### src/hw/rtl/gwwb_pkg.sv
// Shared constants, state type and command/status structs for the white balance block
package gwwb_pkg;

    localparam int PIX_W  = 8;
    localparam int FRAC_W = 16;
    localparam int GAIN_W = PIX_W + FRAC_W;
    localparam int SUM_W  = 28;
    localparam int TOT_W  = SUM_W + 2;
    localparam int DVD_W  = TOT_W + FRAC_W;
    localparam int CNT_W  = $clog2(DVD_W);
    localparam int PROD_W = PIX_W + GAIN_W;
    localparam int NCH    = 3;
    localparam int CH_W   = 2;

    localparam logic [CH_W-1:0] CH_B    = CH_W'(0);
    localparam logic [CH_W-1:0] CH_G    = CH_W'(1);
    localparam logic [CH_W-1:0] CH_R    = CH_W'(2);
    localparam logic [CH_W-1:0] CH_LAST = CH_R;

    typedef enum logic [2:0] {
        ST_IDLE,
        ST_TOTAL,
        ST_INIT,
        ST_STEP,
        ST_STORE
    } t_state;

    typedef struct packed {
        logic            acc;
        logic            mul;
        logic            tot;
        logic            init;
        logic            step;
        logic            store;
        logic            clear;
        logic [CH_W-1:0] ch;
    } t_cmd;

    typedef struct packed {
        logic div_last;
    } t_stat;

endpackage

### src/hw/rtl/gwwb_ctrl.sv
// Controller state machine: request intake and gain division sequencing
module gwwb_ctrl (
    input  logic             i_clk,
    input  logic             i_rst_n,
    input  logic             i_start,
    input  logic             i_func,
    input  logic             i_last_pixel,
    input  gwwb_pkg::t_stat  i_stat,
    output gwwb_pkg::t_cmd   o_cmd,
    output logic             o_busy
);
    import gwwb_pkg::*;

    t_state          r_state;
    t_state          n_state;
    logic [CH_W-1:0] r_ch;
    logic [CH_W-1:0] n_ch;
    logic            take;

    assign take = i_start && (r_state == ST_IDLE);

    always_ff @(posedge i_clk) begin
        if (!i_rst_n) begin
            r_state <= ST_IDLE;
            r_ch    <= CH_B;
        end else begin
            r_state <= n_state;
            r_ch    <= n_ch;
        end
    end

    always_comb begin
        n_state = r_state;
        n_ch    = r_ch;
        case (r_state)
            ST_IDLE: begin
                n_ch = CH_B;
                if (take && !i_func && i_last_pixel) begin
                    n_state = ST_TOTAL;
                end
            end
            ST_TOTAL: begin
                n_state = ST_INIT;
            end
            ST_INIT: begin
                n_state = ST_STEP;
            end
            ST_STEP: begin
                if (i_stat.div_last) begin
                    n_state = ST_STORE;
                end
            end
            ST_STORE: begin
                if (r_ch == CH_LAST) begin
                    n_state = ST_IDLE;
                    n_ch    = CH_B;
                end else begin
                    n_state = ST_INIT;
                    n_ch    = r_ch + CH_W'(1);
                end
            end
            default: begin
                n_state = ST_IDLE;
                n_ch    = CH_B;
            end
        endcase
    end

    always_comb begin
        o_cmd       = '0;
        o_cmd.ch    = r_ch;
        o_busy      = 1'b1;
        case (r_state)
            ST_IDLE: begin
                o_busy    = 1'b0;
                o_cmd.acc = take && !i_func;
                o_cmd.mul = take && i_func;
            end
            ST_TOTAL: begin
                o_cmd.tot = 1'b1;
            end
            ST_INIT: begin
                o_cmd.init = 1'b1;
            end
            ST_STEP: begin
                o_cmd.step = 1'b1;
            end
            ST_STORE: begin
                o_cmd.store = 1'b1;
                o_cmd.clear = (r_ch == CH_LAST);
            end
            default: begin
                o_busy = 1'b1;
            end
        endcase
    end

endmodule

### src/hw/rtl/gwwb_dp.sv
// Datapath: channel sums, shared restoring divider, gains and correction multipliers
module gwwb_dp (
    input  logic                        i_clk,
    input  logic                        i_rst_n,
    input  gwwb_pkg::t_cmd              i_cmd,
    input  logic [gwwb_pkg::PIX_W-1:0]  i_pix_b,
    input  logic [gwwb_pkg::PIX_W-1:0]  i_pix_g,
    input  logic [gwwb_pkg::PIX_W-1:0]  i_pix_r,
    input  logic                        i_last_pixel,
    output gwwb_pkg::t_stat             o_stat,
    output logic [gwwb_pkg::PIX_W-1:0]  o_out_b,
    output logic [gwwb_pkg::PIX_W-1:0]  o_out_g,
    output logic [gwwb_pkg::PIX_W-1:0]  o_out_r,
    output logic                        o_out_last,
    output logic                        o_strobe
);
    import gwwb_pkg::*;

    logic [PIX_W-1:0]  pix [NCH];
    logic [SUM_W-1:0]  r_sum [NCH];
    logic [SUM_W:0]    sum_add [NCH];
    logic [GAIN_W-1:0] r_gain [NCH];
    logic [TOT_W-1:0]  r_tot;
    logic [TOT_W-1:0]  r_dvs;
    logic [DVD_W-1:0]  r_dvd;
    logic [TOT_W-1:0]  r_rem;
    logic [GAIN_W-1:0] r_quo;
    logic              r_ovf;
    logic [CNT_W-1:0]  r_cnt;
    logic [SUM_W-1:0]  sel_sum;
    logic [TOT_W:0]    rem_sh;
    logic [TOT_W:0]    rem_sub;
    logic              ge;
    logic [PROD_W-1:0] r_prod [NCH];
    logic              r_mval;
    logic              r_mlast;
    logic [PIX_W-1:0]  r_out [NCH];
    logic              r_strobe;
    logic              r_olast;

    assign pix[0] = i_pix_b;
    assign pix[1] = i_pix_g;
    assign pix[2] = i_pix_r;

    always_comb begin
        for (int c = 0; c < NCH; c++) begin
            sum_add[c] = {1'b0, r_sum[c]} + (SUM_W+1)'(pix[c]);
        end
    end

    always_comb begin
        case (i_cmd.ch)
            CH_B:    sel_sum = r_sum[0];
            CH_G:    sel_sum = r_sum[1];
            CH_R:    sel_sum = r_sum[2];
            default: sel_sum = '0;
        endcase
    end

    assign rem_sh  = {r_rem, r_dvd[DVD_W-1]};
    assign rem_sub = rem_sh - {1'b0, r_dvs};
    assign ge      = (rem_sh >= {1'b0, r_dvs});

    assign o_stat.div_last = (r_cnt == '0);

    always_ff @(posedge i_clk) begin
        if (!i_rst_n) begin
            for (int c = 0; c < NCH; c++) begin
                r_sum[c]  <= '0;
                r_gain[c] <= '0;
            end
        end else begin
            for (int c = 0; c < NCH; c++) begin
                if (i_cmd.clear) begin
                    r_sum[c] <= '0;
                end else if (i_cmd.acc) begin
                    r_sum[c] <= sum_add[c][SUM_W] ? '1 : sum_add[c][SUM_W-1:0];
                end
            end
            if (i_cmd.store) begin
                case (i_cmd.ch)
                    CH_B:    r_gain[0] <= (r_dvs == '0) ? '0 : (r_ovf ? '1 : r_quo);
                    CH_G:    r_gain[1] <= (r_dvs == '0) ? '0 : (r_ovf ? '1 : r_quo);
                    CH_R:    r_gain[2] <= (r_dvs == '0) ? '0 : (r_ovf ? '1 : r_quo);
                    default: r_gain[0] <= r_gain[0];
                endcase
            end
        end
    end

    always_ff @(posedge i_clk) begin
        if (i_cmd.tot) begin
            r_tot <= TOT_W'(r_sum[0]) + TOT_W'(r_sum[1]) + TOT_W'(r_sum[2]);
        end
        if (i_cmd.init) begin
            r_dvs <= {1'b0, sel_sum, 1'b0} + TOT_W'(sel_sum);
            r_dvd <= {r_tot, {FRAC_W{1'b0}}};
            r_rem <= '0;
            r_quo <= '0;
            r_ovf <= 1'b0;
        end else if (i_cmd.step) begin
            r_rem <= ge ? rem_sub[TOT_W-1:0] : rem_sh[TOT_W-1:0];
            r_dvd <= {r_dvd[DVD_W-2:0], 1'b0};
            r_quo <= {r_quo[GAIN_W-2:0], ge};
            r_ovf <= r_ovf | r_quo[GAIN_W-1];
        end
    end

    always_ff @(posedge i_clk) begin
        if (!i_rst_n) begin
            r_cnt <= '0;
        end else if (i_cmd.init) begin
            r_cnt <= CNT_W'(DVD_W - 1);
        end else if (i_cmd.step) begin
            r_cnt <= r_cnt - CNT_W'(1);
        end
    end

    always_ff @(posedge i_clk) begin
        if (!i_rst_n) begin
            r_mval   <= 1'b0;
            r_strobe <= 1'b0;
        end else begin
            r_mval   <= i_cmd.mul;
            r_strobe <= r_mval;
        end
    end

    always_ff @(posedge i_clk) begin
        if (i_cmd.mul) begin
            for (int c = 0; c < NCH; c++) begin
                r_prod[c] <= PROD_W'(pix[c]) * PROD_W'(r_gain[c]);
            end
            r_mlast <= i_last_pixel;
        end
        if (r_mval) begin
            for (int c = 0; c < NCH; c++) begin
                r_out[c] <= (r_prod[c][PROD_W-1:FRAC_W+PIX_W] != '0) ? '1
                          : r_prod[c][FRAC_W+PIX_W-1:FRAC_W];
            end
            r_olast <= r_mlast;
        end
    end

    assign o_out_b    = r_out[0];
    assign o_out_g    = r_out[1];
    assign o_out_r    = r_out[2];
    assign o_out_last = r_olast;
    assign o_strobe   = r_strobe;

endmodule

### src/hw/rtl/gray_world_white_balance.sv
// Top level of the gray-world white balance block
//
//  port group          direction  marker          accepted when
//  request  (i_func..) in         start / busy    start high and busy low at the edge
//  result   (o_out_..) out        o_strobe        o_strobe high at the edge
//
// A statistics pixel yields no result.
// Correction pixels may follow every cycle if not busy; results pass r_prod, then r_out.
// The last statistics pixel holds busy while the shared divider handles each channel,
// retiring one quotient bit per cycle.
// Reset is synchronous, active low; it clears sums and gains to zero.
// The receiver cannot stall; each result stands for exactly one cycle.
module gray_world_white_balance (
    input  logic                        i_clk,
    input  logic                        i_rst_n,
    input  logic                        start,
    output logic                        busy,
    input  logic                        i_func,
    input  logic [gwwb_pkg::PIX_W-1:0]  i_pix_b,
    input  logic [gwwb_pkg::PIX_W-1:0]  i_pix_g,
    input  logic [gwwb_pkg::PIX_W-1:0]  i_pix_r,
    input  logic                        i_last_pixel,
    output logic [gwwb_pkg::PIX_W-1:0]  o_out_b,
    output logic [gwwb_pkg::PIX_W-1:0]  o_out_g,
    output logic [gwwb_pkg::PIX_W-1:0]  o_out_r,
    output logic                        o_out_last,
    output logic                        o_strobe
);
    import gwwb_pkg::*;

    t_cmd  cmd;
    t_stat stat;

    gwwb_ctrl u_ctrl (
        .i_clk        (i_clk),
        .i_rst_n      (i_rst_n),
        .i_start      (start),
        .i_func       (i_func),
        .i_last_pixel (i_last_pixel),
        .i_stat       (stat),
        .o_cmd        (cmd),
        .o_busy       (busy)
    );

    gwwb_dp u_dp (
        .i_clk        (i_clk),
        .i_rst_n      (i_rst_n),
        .i_cmd        (cmd),
        .i_pix_b      (i_pix_b),
        .i_pix_g      (i_pix_g),
        .i_pix_r      (i_pix_r),
        .i_last_pixel (i_last_pixel),
        .o_stat       (stat),
        .o_out_b      (o_out_b),
        .o_out_g      (o_out_g),
        .o_out_r      (o_out_r),
        .o_out_last   (o_out_last),
        .o_strobe     (o_strobe)
    );

endmodule

### config.mk
export PLATFORM = sky130hd
export DESIGN_NAME = gray_world_white_balance
export DESIGN_NICKNAME = d
export VERILOG_FILES = /design/src/hw/rtl/gwwb_pkg.sv /design/src/hw/rtl/gwwb_ctrl.sv /design/src/hw/rtl/gwwb_dp.sv /design/src/hw/rtl/gray_world_white_balance.sv
export SDC_FILE = /design/constraint.sdc
export NUM_CORES = 2
export LEC_CHECK = 0
export BUFFER_PORTS_ARGS = -buffer_cell sky130_fd_sc_hd__clkbuf_2
export CELL_PAD_IN_SITES_DETAIL_PLACEMENT = 1
export CELL_PAD_IN_SITES_GLOBAL_PLACEMENT = 1
export CORE_MARGIN = 4
export CORE_UTILIZATION = 52
export CTS_CLUSTER_SIZE = 10
export DETAILED_ROUTE_END_ITERATION = 10
export PLACE_DENSITY_LB_ADDON = 0.08
export SYNTH_ARGS = -nofsm -noshare
export SYNTH_HDL_FRONTEND = slang
export SYNTH_SLANG_ARGS = --single-unit
### constraint.sdc
create_clock -name i_clk -period 6.6 [get_ports i_clk]
set_input_delay 0.33 -clock i_clk [delete_from_list [all_inputs] [get_ports i_clk]]
set_output_delay 0.33 -clock i_clk [all_outputs]
set_load 0.005 [all_outputs]
==> metrics <==
Cell Chain, Critical Path=and2_1, fa_1, fa_1, fa_1, inv_1, fa_1, inv_1, ha_1, a211oi_1, nor2_1, or3_1, a2111oi_4, o41ai_2, o21ai_1, nand2_1, a21oi_1, xnor2_1; Met1 Wirelength=46.02 mm; Final min period=5.510 ns; max layer used=met5; WS Path Type=reg2reg; crit path max fanout=8; Core Area=72,830 µm²; Startpoint Class=flop; power density over cell area=254.7 nW/µm²; P_int=6.513 mW; WL final=105.1 mm; FF+latch count, synth=388; FP Rows=99; Fmax=181.5 MHz; most used flip-flop cell after synthesis=edfxtp_1; top cells by area, synth=edfxtp_1 (25%), fa_1 (21%), ha_1 (9.5%); Critical Path Sink Type=flop; worst vdd ir=0.1758 mV; commonest non-fill, non-tap cell in the layout=inv_1; RSZ-0062 raised after global routing=no; Avg WL per Cell=21.60 µm; sequential fraction of the synthesis area=0.2878; CP required=6.95 ns; clock slew at reported path FFs=0.06 ns; Final Instance Area=40,900 µm²; layout net count=4,585; slowest cell on the critical path=edfxtp_1; Multi-input gate area=24,920 µm²; type of the tightest min-delay check=in2reg; status=completed; Worst Path Arrival=5.86 ns; Final Skew=0.01959 ns; io pins=56; Die W=278.8 µm; slew margin rel.=0.1506; most frequent cells in the layout=inv_1 (480), and2_1 (445), fa_1 (400); Detail Route met2 WL=51.61 mm; Mean Syn Cell Area=9.864 µm²; Yosys top cell area share=0.2521; H-Tree Level Count=2; family with the most delay on the worst path=adder cells; Max Cap Violations=0; asr flop ratio synth=0; CTS tree=yes; Buf/Inv on CP=2; first-pass GRT wire length=171.1 mm; Final Hold Vio Count=0; Post-Synthesis Cells=3,865; EDFF count, synth=320; period utilisation layout=0.8348; Initial Util=0.5234; die footprint=77,710 µm²; number of DRC markers in iteration 0=1,626; drt pass-1 iters=5; DRC=0; vias per inst=5.790; DIE HEIGHT=278.8 µm; GP Congestion=0.8894; Ys Warns=0; setup violators final=0; Final Core Density=0.5615; Seq pwr share=0.321; Netlist Area Pre-Place=38,120 µm²; Skew-Pair Late Insertion Delay=0.61 ns; P_sw=3.905 mW; residual overflow from global routing=0; initial antenna violation count=3; post-CTS resize count=0; syn nets=4,582; pin count of the biggest net entering global routing=79; CTS sink cnt=388; register area=10,970 µm²; Placement Cell Area=39,290 µm²; max incr delay on CP=0.58 ns; minimum hold slack=0.1673 ns; fillers=8,107; share of layout cells above drive strength 1=0.06071; Placement Setup Slack=0.8811 ns; CTS Hold Bufs=1; vias in the first global route=31,350; worst slew pin tran=1.261 ns; Routed Antenna Nets=0; leakage power=17.88 nW; clock tree buffer depth=3; switch share=0.3748; postcts setup bufs=0; GRT Overall Usage=0.2731; clock network fraction of total power=0.259; Slew Viols, Final=0; count of input and output buffers=55; PnR worst setup slack=1.090 ns; Synth-to-Final Area Change=7.273%; post-synthesis cell type count=82; cell taking the most area after synthesis=edfxtp_1; Vias=28,160; dpl hpwl=80.19 mm; Top cell by count, worst path=fa_1; total clock buffers created by CTS=50; routed wl met3=4.268 mm; Comb power frac=0.419; CTS Root Cell=clkbuf_16; Total Neg Setup Slack=0 ns
==> layer usage <==
layer | vias up | GRT usage
li1 | 12970 | -
met1 | 14500 | 0.3619
met2 | 528 | 0.4732
met3 | 163 | 0.03587
met4 | 2 | 0.07850
met5 | - | 0
==> cell usage after synthesis (all sizes together), types with 9 or more instances <==
| cell | count |
|---|---|
| a211oi | 24 |
| a21boi | 10 |
| a21o | 60 |
| a21oi | 215 |
| a311oi | 9 |
| a31oi | 33 |
| and2 | 446 |
| and3 | 33 |
| buf | 12 |
| clkbuf | 109 |
| dfxtp | 68 |
| edfxtp | 320 |
| fa | 400 |
| ha | 288 |
| inv | 481 |
| mux2 | 29 |
| mux2i | 48 |
| nand2 | 357 |
| nand2b | 22 |
| nand3 | 50 |
| nand4 | 27 |
| nor2 | 159 |
| nor2b | 15 |
| nor3 | 38 |
| nor4 | 22 |
| o2111ai | 10 |
| o211ai | 16 |
| o21a | 31 |
| o21ai | 174 |
| o21bai | 28 |
| or2 | 29 |
| or3 | 11 |
| xnor2 | 137 |
| xor2 | 55 |
==> worst paths after layout <==
path                                             startpoint  slack, ns  cells after the start                      endpoint
worst max-delay path            u_dp.r_gain[0][9]$_DFFE_PP_       1.09                     17  u_dp.r_prod[0][30]$_DFFE_PP_
worst min-delay path                                  start       0.17                      2        u_dp.r_mlast$_DFFE_PP_
worst max register to register  u_dp.r_gain[0][9]$_DFFE_PP_       1.09                     17  u_dp.r_prod[0][30]$_DFFE_PP_
worst min register to register       u_dp.r_mlast$_DFFE_PP_       0.43                      0     u_dp.o_out_last$_DFFE_PP_
==> worst reg2reg max path, stage by stage (launching register included) <==
cell and delay, ns:
edfxtp_1 0.58, and2_1 0.27, fa_1 0.48, fa_1 0.51, fa_1 0.50, inv_1 0.05
fa_1 0.48, inv_1 0.04, ha_1 0.28, a211oi_1 0.23, nor2_1 0.10, or3_1 0.38
a2111oi_4 0.48, o41ai_2 0.19, o21ai_1 0.27, nand2_1 0.14, a21oi_1 0.21, xnor2_1 0.08
==> power by group through the flow <==
stage	sequential (mW)	combinational (mW)	clock, mW
global route	3.38	4.95	2.87
finish	3.35	4.37	2.70
floorplan	3.27	3.32	0
global placement	3.38	4.13	0
detailed placement	3.39	4.36	0
CTS	3.35	4.41	2.76
==> cell type report <==
type,instances,share of cell area
inverters,481,0.04415
well taps,959,0.02934
clock inverters,14,0.003518
repair buffers,72,0.009913
diodes,1,0.00006119
clock buffers,74,0.03534
flip-flops and latches,388,0.2683
multi-input cells,2875,0.6094
==> metrics by stage <==
| step | instances | power, mW |
|---|---|---|
| after floorplan | 3865 | 6.589 |
| after global placement | 4774 | 7.512 |
| after detailed placement | 4774 | 7.755 |
| after CTS | 4863 | 10.52 |
| after global routing | 4864 | 11.20 |
| final | 4864 | 10.42 |
==> kinds of logic (layout without fill, tap and decap cells) <==
group,after synthesis,in the layout,share of synthesized area
other cells,0,1,0
compound gates,687,687,0.1163
flops,388,388,0.2878
xor+xnor,192,192,0.04411
buf+inv,602,641,0.05960
simple gates,1231,1231,0.1665
fa+ha+maj,688,688,0.3046
mux,77,77,0.02117
==> state kept, by name, summed over array words and instances, names as in the netlist, 30 cells and up <==
| signal | count |
|---|---|
| u_dp.r_tot | 30 |
| u_dp.r_dvs | 30 |
| u_dp.r_rem | 30 |
| u_dp.r_gain | 72 |
| u_dp.r_dvd | 30 |
| u_dp.r_sum | 84 |
| u_dp.r_prod | 48 |
(Power assumes the default switching activity.)
